[config.mk]
export PLATFORM = sky130hd
export DESIGN_NAME = csv_row_tokenizer_core
export DESIGN_NICKNAME = d
export VERILOG_FILES = /design/src/design/csvt_pkg.sv /design/src/design/csvt_step.sv /design/src/design/csv_row_tokenizer_core.sv
export SDC_FILE = /design/constraint.sdc
export NUM_CORES = 1
export LEC_CHECK = 0
export BUFFER_PORTS_ARGS = -buffer_cell sky130_fd_sc_hd__buf_2
export CORE_ASPECT_RATIO = 0.6
export CORE_UTILIZATION = 35
export CTS_BUF_LIST = sky130_fd_sc_hd__clkbuf_16
export DETAILED_ROUTE_END_ITERATION = 10
export SKIP_LAST_GASP = 1
export SLEW_MARGIN = 20
export SYNTH_ARGS = -nofsm -noshare
export SYNTH_HDL_FRONTEND = slang
export SYNTH_HIERARCHICAL = 1
export SYNTH_SLANG_ARGS = --single-unit
[constraint.sdc]
create_clock -name clk -period 3.4 [get_ports clk]
set_input_delay 0.34 -clock clk [delete_from_list [all_inputs] [get_ports clk]]
set_output_delay 0.34 -clock clk [all_outputs]
set_load 0.02 [all_outputs]
[src/design/csvt_pkg.sv]
// ----------------------------------------------------------------------------
// csvt_pkg
// Shared types and character constants for the CSV row tokenizer.
// ----------------------------------------------------------------------------
package csvt_pkg;

  localparam logic [7:0] SEP_RESET = 8'd44;

  localparam logic [7:0] CH_QUOTE  = 8'd34;
  localparam logic [7:0] CH_BSLASH = 8'd92;
  localparam logic [7:0] CH_HASH   = 8'd35;
  localparam logic [7:0] CH_LF     = 8'd10;
  localparam logic [7:0] CH_CR     = 8'd13;
  localparam logic [7:0] CH_TAB    = 8'd9;
  localparam logic [7:0] CH_VT     = 8'd11;
  localparam logic [7:0] CH_SPACE  = 8'd32;
  localparam logic [7:0] CH_N      = 8'd110;
  localparam logic [7:0] CH_R      = 8'd114;
  localparam logic [7:0] CH_T      = 8'd116;

  typedef enum logic [1:0] {
    FK_NONE     = 2'd0,
    FK_QUOTED   = 2'd1,
    FK_UNQUOTED = 2'd2,
    FK_UNUSED   = 2'd3
  } field_kind_t;

  typedef struct packed {
    field_kind_t field_kind;
    logic        inside_quotes;
    logic        escape_pending;
    logic        in_comment;
    logic        previous_was_quote;
    logic        row_has_data;
  } tok_state_t;

  typedef struct packed {
    logic       valid;
    logic [7:0] out_byte;
    logic       ends_row;
  } tok_result_t;

endpackage

[src/design/csvt_step.sv]
// ----------------------------------------------------------------------------
// csvt_step
// Combinational tokenizer step: one item and the current state in, the next
// state and at most one result out.
// ----------------------------------------------------------------------------
module csvt_step (
  input  csvt_pkg::tok_state_t  state,
  input  logic [7:0]            field_separator,
  input  logic                  kind,
  input  logic [7:0]            in_byte,
  output csvt_pkg::tok_state_t  state_next,
  output csvt_pkg::tok_result_t result
);
  import csvt_pkg::*;

  logic        ws_mode;
  logic        is_ws;
  logic        do_close;
  logic        do_emit;
  logic        pair_quote;
  logic [7:0]  emit_val;
  field_kind_t fk_eff;
  tok_state_t  st;

  assign ws_mode = (field_separator == 8'd0);
  assign is_ws   = (in_byte == CH_SPACE) || ((in_byte >= CH_TAB) && (in_byte <= CH_CR));

  always_comb begin
    st         = state;
    do_close   = 1'b0;
    do_emit    = 1'b0;
    pair_quote = 1'b0;
    emit_val   = in_byte;
    fk_eff     = state.field_kind;

    if (kind) begin
      do_close = 1'b1;
    end else if (state.in_comment) begin
      if (in_byte == CH_LF) begin
        do_close = 1'b1;
      end
    end else if (state.escape_pending) begin
      case (in_byte)
        CH_N:    emit_val = CH_LF;
        CH_R:    emit_val = CH_CR;
        CH_T:    emit_val = CH_TAB;
        default: emit_val = in_byte;
      endcase
      st.escape_pending = 1'b0;
      do_emit = 1'b1;
    end else if ((state.field_kind == FK_NONE) && ws_mode && (in_byte == CH_LF)) begin
      do_close = 1'b1;
    end else if ((state.field_kind == FK_NONE) && ws_mode && is_ws) begin
      // Leading whitespace between fields is skipped.
    end else if ((state.field_kind == FK_NONE) && ws_mode && (in_byte == CH_HASH)) begin
      st.in_comment = 1'b1;
    end else if ((state.field_kind == FK_NONE) && (in_byte == CH_QUOTE)) begin
      st.field_kind         = FK_QUOTED;
      st.inside_quotes      = 1'b1;
      st.previous_was_quote = 1'b0;
    end else begin
      if (state.field_kind == FK_NONE) begin
        st.field_kind = FK_UNQUOTED;
        fk_eff        = FK_UNQUOTED;
      end
      if (in_byte == CH_QUOTE) begin
        st.inside_quotes = !state.inside_quotes;
        if (fk_eff == FK_QUOTED) begin
          if (state.previous_was_quote) begin
            do_emit    = 1'b1;
            pair_quote = 1'b1;
          end else begin
            st.previous_was_quote = 1'b1;
          end
        end else begin
          do_emit = 1'b1;
        end
      end else if (in_byte == CH_BSLASH) begin
        st.escape_pending = 1'b1;
      end else if (!state.inside_quotes) begin
        if (in_byte == CH_CR) begin
          // An unquoted carriage return is dropped.
        end else if (in_byte == CH_LF) begin
          do_close = 1'b1;
        end else if ((ws_mode && is_ws) || (in_byte == field_separator)) begin
          emit_val      = 8'd0;
          st.field_kind = FK_NONE;
          do_emit       = 1'b1;
        end else begin
          do_emit = 1'b1;
        end
      end else if (!(ws_mode && is_ws)) begin
        do_emit = 1'b1;
      end
    end

    state_next      = st;
    result.valid    = 1'b0;
    result.out_byte = 8'd0;
    result.ends_row = 1'b0;

    if (do_close) begin
      result.valid = state.row_has_data;
      result.ends_row = 1'b1;
      state_next   = '0;
    end else if (do_emit) begin
      result.valid    = 1'b1;
      result.out_byte = emit_val;
      state_next.row_has_data = 1'b1;
      // A doubled quote inside a quoted field leaves no pending quote behind.
      state_next.previous_was_quote = (emit_val == CH_QUOTE) && !pair_quote;
    end
  end

endmodule

[src/design/csv_row_tokenizer_core.sv]
// ----------------------------------------------------------------------------
// csv_row_tokenizer_core
// Streaming CSV row tokenizer, one source byte per clock unless the receiver stalls.
// ----------------------------------------------------------------------------
// Input beats arrive on s_*: s_tdata carries the source byte and s_tuser set
// marks end of input (the byte is then ignored). Output beats leave on m_*:
// a content byte in m_tdata (zero at a field boundary), or a row end with
// m_tlast set and m_tdata zero. Beats that produce nothing are absorbed.
// Each accepted beat is held in the input register, is tokenized on the way
// into the output register, and from there appears on m_*. One beat is taken
// every cycle unless the receiver stalls; the only loop is the flag bits of
// tokenizer state, which update as each beat advances.
// When the receiver stalls, the output register holds its beat and the input
// register holds one more; s_tready drops only when both are occupied.
// The user loads the separator through cfg_wr_en/cfg_wr_data only while idle;
// the block does not enforce it. Zero selects whitespace separation with hash
// comments. Reset (rst, synchronous) empties both registers, clears the row
// state and restores the separator to a comma.
// ----------------------------------------------------------------------------
module csv_row_tokenizer_core (
  input  logic       clk,
  input  logic       rst,
  input  logic       cfg_wr_en,
  input  logic [7:0] cfg_wr_data,
  input  logic       s_tvalid,
  output logic       s_tready,
  input  logic [7:0] s_tdata,   // [7:0] in_byte
  input  logic       s_tuser,   // [0] kind
  output logic       m_tvalid,
  input  logic       m_tready,
  output logic [7:0] m_tdata,   // [7:0] out_byte
  output logic       m_tlast    // ends_row
);
  import csvt_pkg::*;

  logic        [7:0] field_separator;
  logic              in_valid;
  logic        [7:0] in_byte;
  logic              in_kind;
  logic              advance;
  tok_state_t        state;
  tok_state_t        state_next;
  tok_result_t       result;

  assign advance  = in_valid && (!m_tvalid || m_tready);
  assign s_tready = !in_valid || advance;

  csvt_step u_step (
    .state           (state),
    .field_separator (field_separator),
    .kind            (in_kind),
    .in_byte         (in_byte),
    .state_next      (state_next),
    .result          (result)
  );

  always_ff @(posedge clk) begin
    if (rst) begin
      field_separator <= SEP_RESET;
      in_valid        <= 1'b0;
      m_tvalid        <= 1'b0;
      state           <= '0;
    end else begin
      if (cfg_wr_en) begin
        field_separator <= cfg_wr_data;
      end
      if (s_tvalid && s_tready) begin
        in_valid <= 1'b1;
      end else if (advance) begin
        in_valid <= 1'b0;
      end
      if (advance) begin
        state    <= state_next;
        m_tvalid <= result.valid;
      end else if (m_tready) begin
        m_tvalid <= 1'b0;
      end
    end
  end

  always_ff @(posedge clk) begin
    if (s_tvalid && s_tready) begin
      in_byte <= s_tdata;
      in_kind <= s_tuser;
    end
    if (advance && result.valid) begin
      m_tdata <= result.out_byte;
      m_tlast <= result.ends_row;
    end
  end

  // An empty input register always takes a beat.
  a_ready_when_empty: assert property (@(posedge clk) disable iff (rst)
    !in_valid |-> s_tready)
    else $error("input register empty but s_tready low");

  // A row end never carries a byte.
  a_row_end_zero: assert property (@(posedge clk) disable iff (rst)
    (m_tvalid && m_tlast) |-> (m_tdata == 8'd0))
    else $error("row end beat with nonzero data");

  // A row end leaves the row state fully cleared.
  a_row_end_clears: assert property (@(posedge clk) disable iff (rst)
    (advance && result.valid && result.ends_row) |=> (state == '0))
    else $error("row state not cleared after row end");

  // Any byte beat marks the row as holding data.
  a_byte_sets_data: assert property (@(posedge clk) disable iff (rst)
    (advance && result.valid && !result.ends_row) |=> state.row_has_data)
    else $error("row_has_data not set after byte beat");

endmodule
==> implementation parameters <==
Parameter                              Value

Drt
  Length of the first detailed-routing pass in iterations ... 4
  Detailed-route DRC error count ... 0
  Antenna Violating Nets Remaining ... 0
  Average via count per standard cell ... 5.457
  Drt wl/cell ... 16.24 µm
  Total Routed Length ... 5619 µm
  Count of vias placed by the detailed router ... 1,888
  Number of violations reported at the end of detailed-routing iteration 0 ... 204

Clock tree
  Longest Clk Path Bufs ... 2
  Quantity of hold-fixing buffers added after cts ... 0
  Post-CTS Setup Bufs ... 0
  Latest clock arrival within the worst-skew pair ... 0.28 ns
  Root cell of the clock tree ... clkbuf_16
  TritonCTS clock tree ... yes
  Depth of the CTS H-tree ... 2
  Number of resized instances in the post-cts repair step ... 0
  TritonCTS buffer count ... 5
  Clock Pin Slew Worst Setup and Hold Paths ... 0.06 ns
  Clock Sinks ... 35

Setup path
  Crit Reg-Reg Startpoint ... in_byte[0]
  Worst endpoint required time ... 3.31 ns
  Max stage delay on crit path ... 0.60 ns
  Worst reg2reg path depth ... 8
  RR Endpoint ... m_tdata[2]
  Kind of critical path ... reg2reg
  Arrival @ worst endpoint ... 2.81 ns
  Type of destination of the critical path ... flop
  Type of element launching the critical path ... flop
  Cell-by-cell listing of the critical path ... nor2_1 > nor3_1 > o211ai_2 > nor2_1 > o31a_2 > nand2_1 > nand2_1 > nor2_1
  Worst path slowest cell ... edfxtp_1
  Worst R2R Setup Slack ... 0.50 ns
  Most numerous cell on the critical path ... nor2_1
  Largest driver fanout on the critical path ... 13

Yosys
  #FFs+latches synth ... 35
  Nets in the synthesized netlist ... 252
  Cell types with the largest area share after synthesis ... edfxtp_1 25%, dfxtp_1 15%, mux2i_1 5.9%, nor2_1 5.3%, nand2b_1 4.3%
  Fraction of the yosys area taken by sequential cells ... 39.95%
  Largest area contributor in the synthesized netlist ... edfxtp_1
  Post-synthesis instance total ... 230
  Number of synthesized flops with an enable pin ... 18
  Area share of the largest cell type after synthesis ... 24.52%
  Combined area of all synthesized cells ... 2205 µm²
  Count of distinct cell types in the synthesized netlist ... 66
  Dominant synthesized flop cell ... edfxtp_1
  Top-count cell post-synth ... nor2_1
  Top cells by count, synth ... 31 x nor2_1, 18 x edfxtp_1, 18 x nand2_1, 17 x dfxtp_1, 15 x nand2b_1
  Async SR Flop Fraction ... 0%
  Synthesized area per cell ... 9.585 µm²
  Ys Warns ... 6

Hold path
  Endpoint of the worst hold path ... in_byte[2]
  Worst Hold Launch ... s_tdata[2]
  Number of cells on the worst hold path ... 1
  Kind of path behind the tightest hold check ... in2reg

Finish
  Synthesis-to-finish area growth ... 17.25%
  Total Nets Final ... 287
  Diodes inserted ... 0
  Proportion of layout cells with a drive suffix above 1 ... 24.81%

Placement
  Gpl congestion ... 0.9233
  Worst Setup Slack post-DPL ... 0.5026 ns
  HPWL after detailed placement ... 4390 µm
  Total of buffers placed on input and output ports ... 32

Global route
  Gr usage total ... 18.13%
  Antenna violations before repair ... 0
  Overflow left after global routing ... 0
  Pin count of the biggest net entering global routing ... 25
  Vias in the first global route ... 1,724
  Global-route wire length before repair ... 9259 µm

Timing
  Number of setup violations in the final report ... 0
  Final hold vios ... 0
  Final worst-path cycle share ... 85.37%
  Shortest clock period the worst path allows after layout ... 2.902 ns
  Post-route setup slack ... 0.4975 ns
  Max-slew headroom ... 49.58%
  Worst Tran Pin Value ... 0.7535 ns
  Aggregate negative setup slack ... 0 ns
  RSZ-0062 raised after global routing ... no
  Final Max Tran Viols ... 0
  Fmax ... 344.5 MHz
  Final Skew ... 0.003985 ns

Floorplanning
  I/O Pins ... 33
  Chip Height ... 63.48 µm
  Initial standard-cell utilization of the core ... 37.97%
  Floorplan Core Area ... 5807 µm²
  Row Count ... 21
  Floorplan die area ... 6631 µm²
  Width of the die ... 104.5 µm

Power and ir drop
  PwrDens ... 406.2 nW/µm²
  Leak Pwr ... 0.9822 nW
  VDD IR-drop max ... 0.0001693 V

Flow run
  Maxcap violations ... 0

Run status
  Result of the run ... finished clean
## worst max path at each step
stage	start	cells past startpoint	end	slack, ns
finish	in_byte[0]	8	m_tdata[2]	0.50
floorplan	in_byte[2]	10	m_tdata[0]	0.75
detailed placement	in_byte[0]	8	m_tdata[2]	0.50
global placement	in_byte[0]	8	m_tdata[2]	0.59
CTS	in_byte[0]	8	m_tdata[2]	0.50
global route	in_byte[0]	8	m_tdata[1]	0.29
## per-stage QoR
step                cell area (µm²)  utilization, %  hold slack, ns  std cells  power, mW
finish                         2585           44.52          0.2311        346      1.050
global route                   2585           44.52          0.2280        346      1.090
CTS                            2585           44.52          0.2289        346      1.057
detailed placement             2445           42.10          0.4936        338     0.6202
global placement               2445           42.10          0.4822        338     0.6200
floorplan                      2205               -          0.4389        230     0.5811
## worst max-delay path: cells and delay by family, from the launching register on
| family | cells | cell delay, ns |
|---|---|---|
| AND/OR/NAND/NOR | 6 | 1.24 |
| AO/OA/AOI/OAI | 2 | 0.68 |
| flip-flops | 1 | 0.60 |
## area by class of cell
cell class / instances / area, µm²
Tap cell: 80 / 100.1
Inverter: 4 / 15.01
Sequential cell: 35 / 880.8
Multi-Input combinational cell: 178 / 1221
Fill cell: 568 / 3222
Clock buffer: 5 / 125.1
Timing Repair Buffer: 41 / 227.7
Clock inverter: 3 / 15.01
## power breakdown
group	internal, mW	switching [mW]
Combinational	0.0562	0.0696
Clock	0.266	0.171
Sequential	0.465	0.0223
## routing by layer
layer	up-vias	routed length, µm	track usage [%]
met3	5	495	4.244
met1	892	3006	29.24
met4	0	38	4.821
li1	909	-	-
met2	82	2079	22.93
met5	-	0	0
## cells by family after synthesis
family                    share of synthesized area [%]
and+or+nand+nor                                   29.46
xor gates and xnor gates                          3.178
DFF                                               39.95
muxes                                             5.902
buffers and inverters                             4.653
AOI/OAI and AO/OA                                 16.86
## sequential cells by signal, summed over array words and instances, names as in the netlist
signal	cells
in_kind	1
in_valid	1
state	7
m_tvalid	1
m_tdata	8
in_byte	8
m_tlast	1
field_separator	8
## layout by cell type, fill, tap and decap left out, drive strengths merged, types with 3 or more instances in the layout
cell / count
nand2: 18
clkbuf: 5
nor3b: 3
nor2: 32
o21ai: 5
a211o: 5
nand3: 6
buf: 41
dfxtp: 17
nor3: 4
o211ai: 3
mux2i: 13
inv: 4
or4: 3
edfxtp: 18
nand2b: 15
a21oi: 12
xor2: 8
or3: 3
nor2b: 9
No activity file was read; power rests on OpenSTA's default activity.
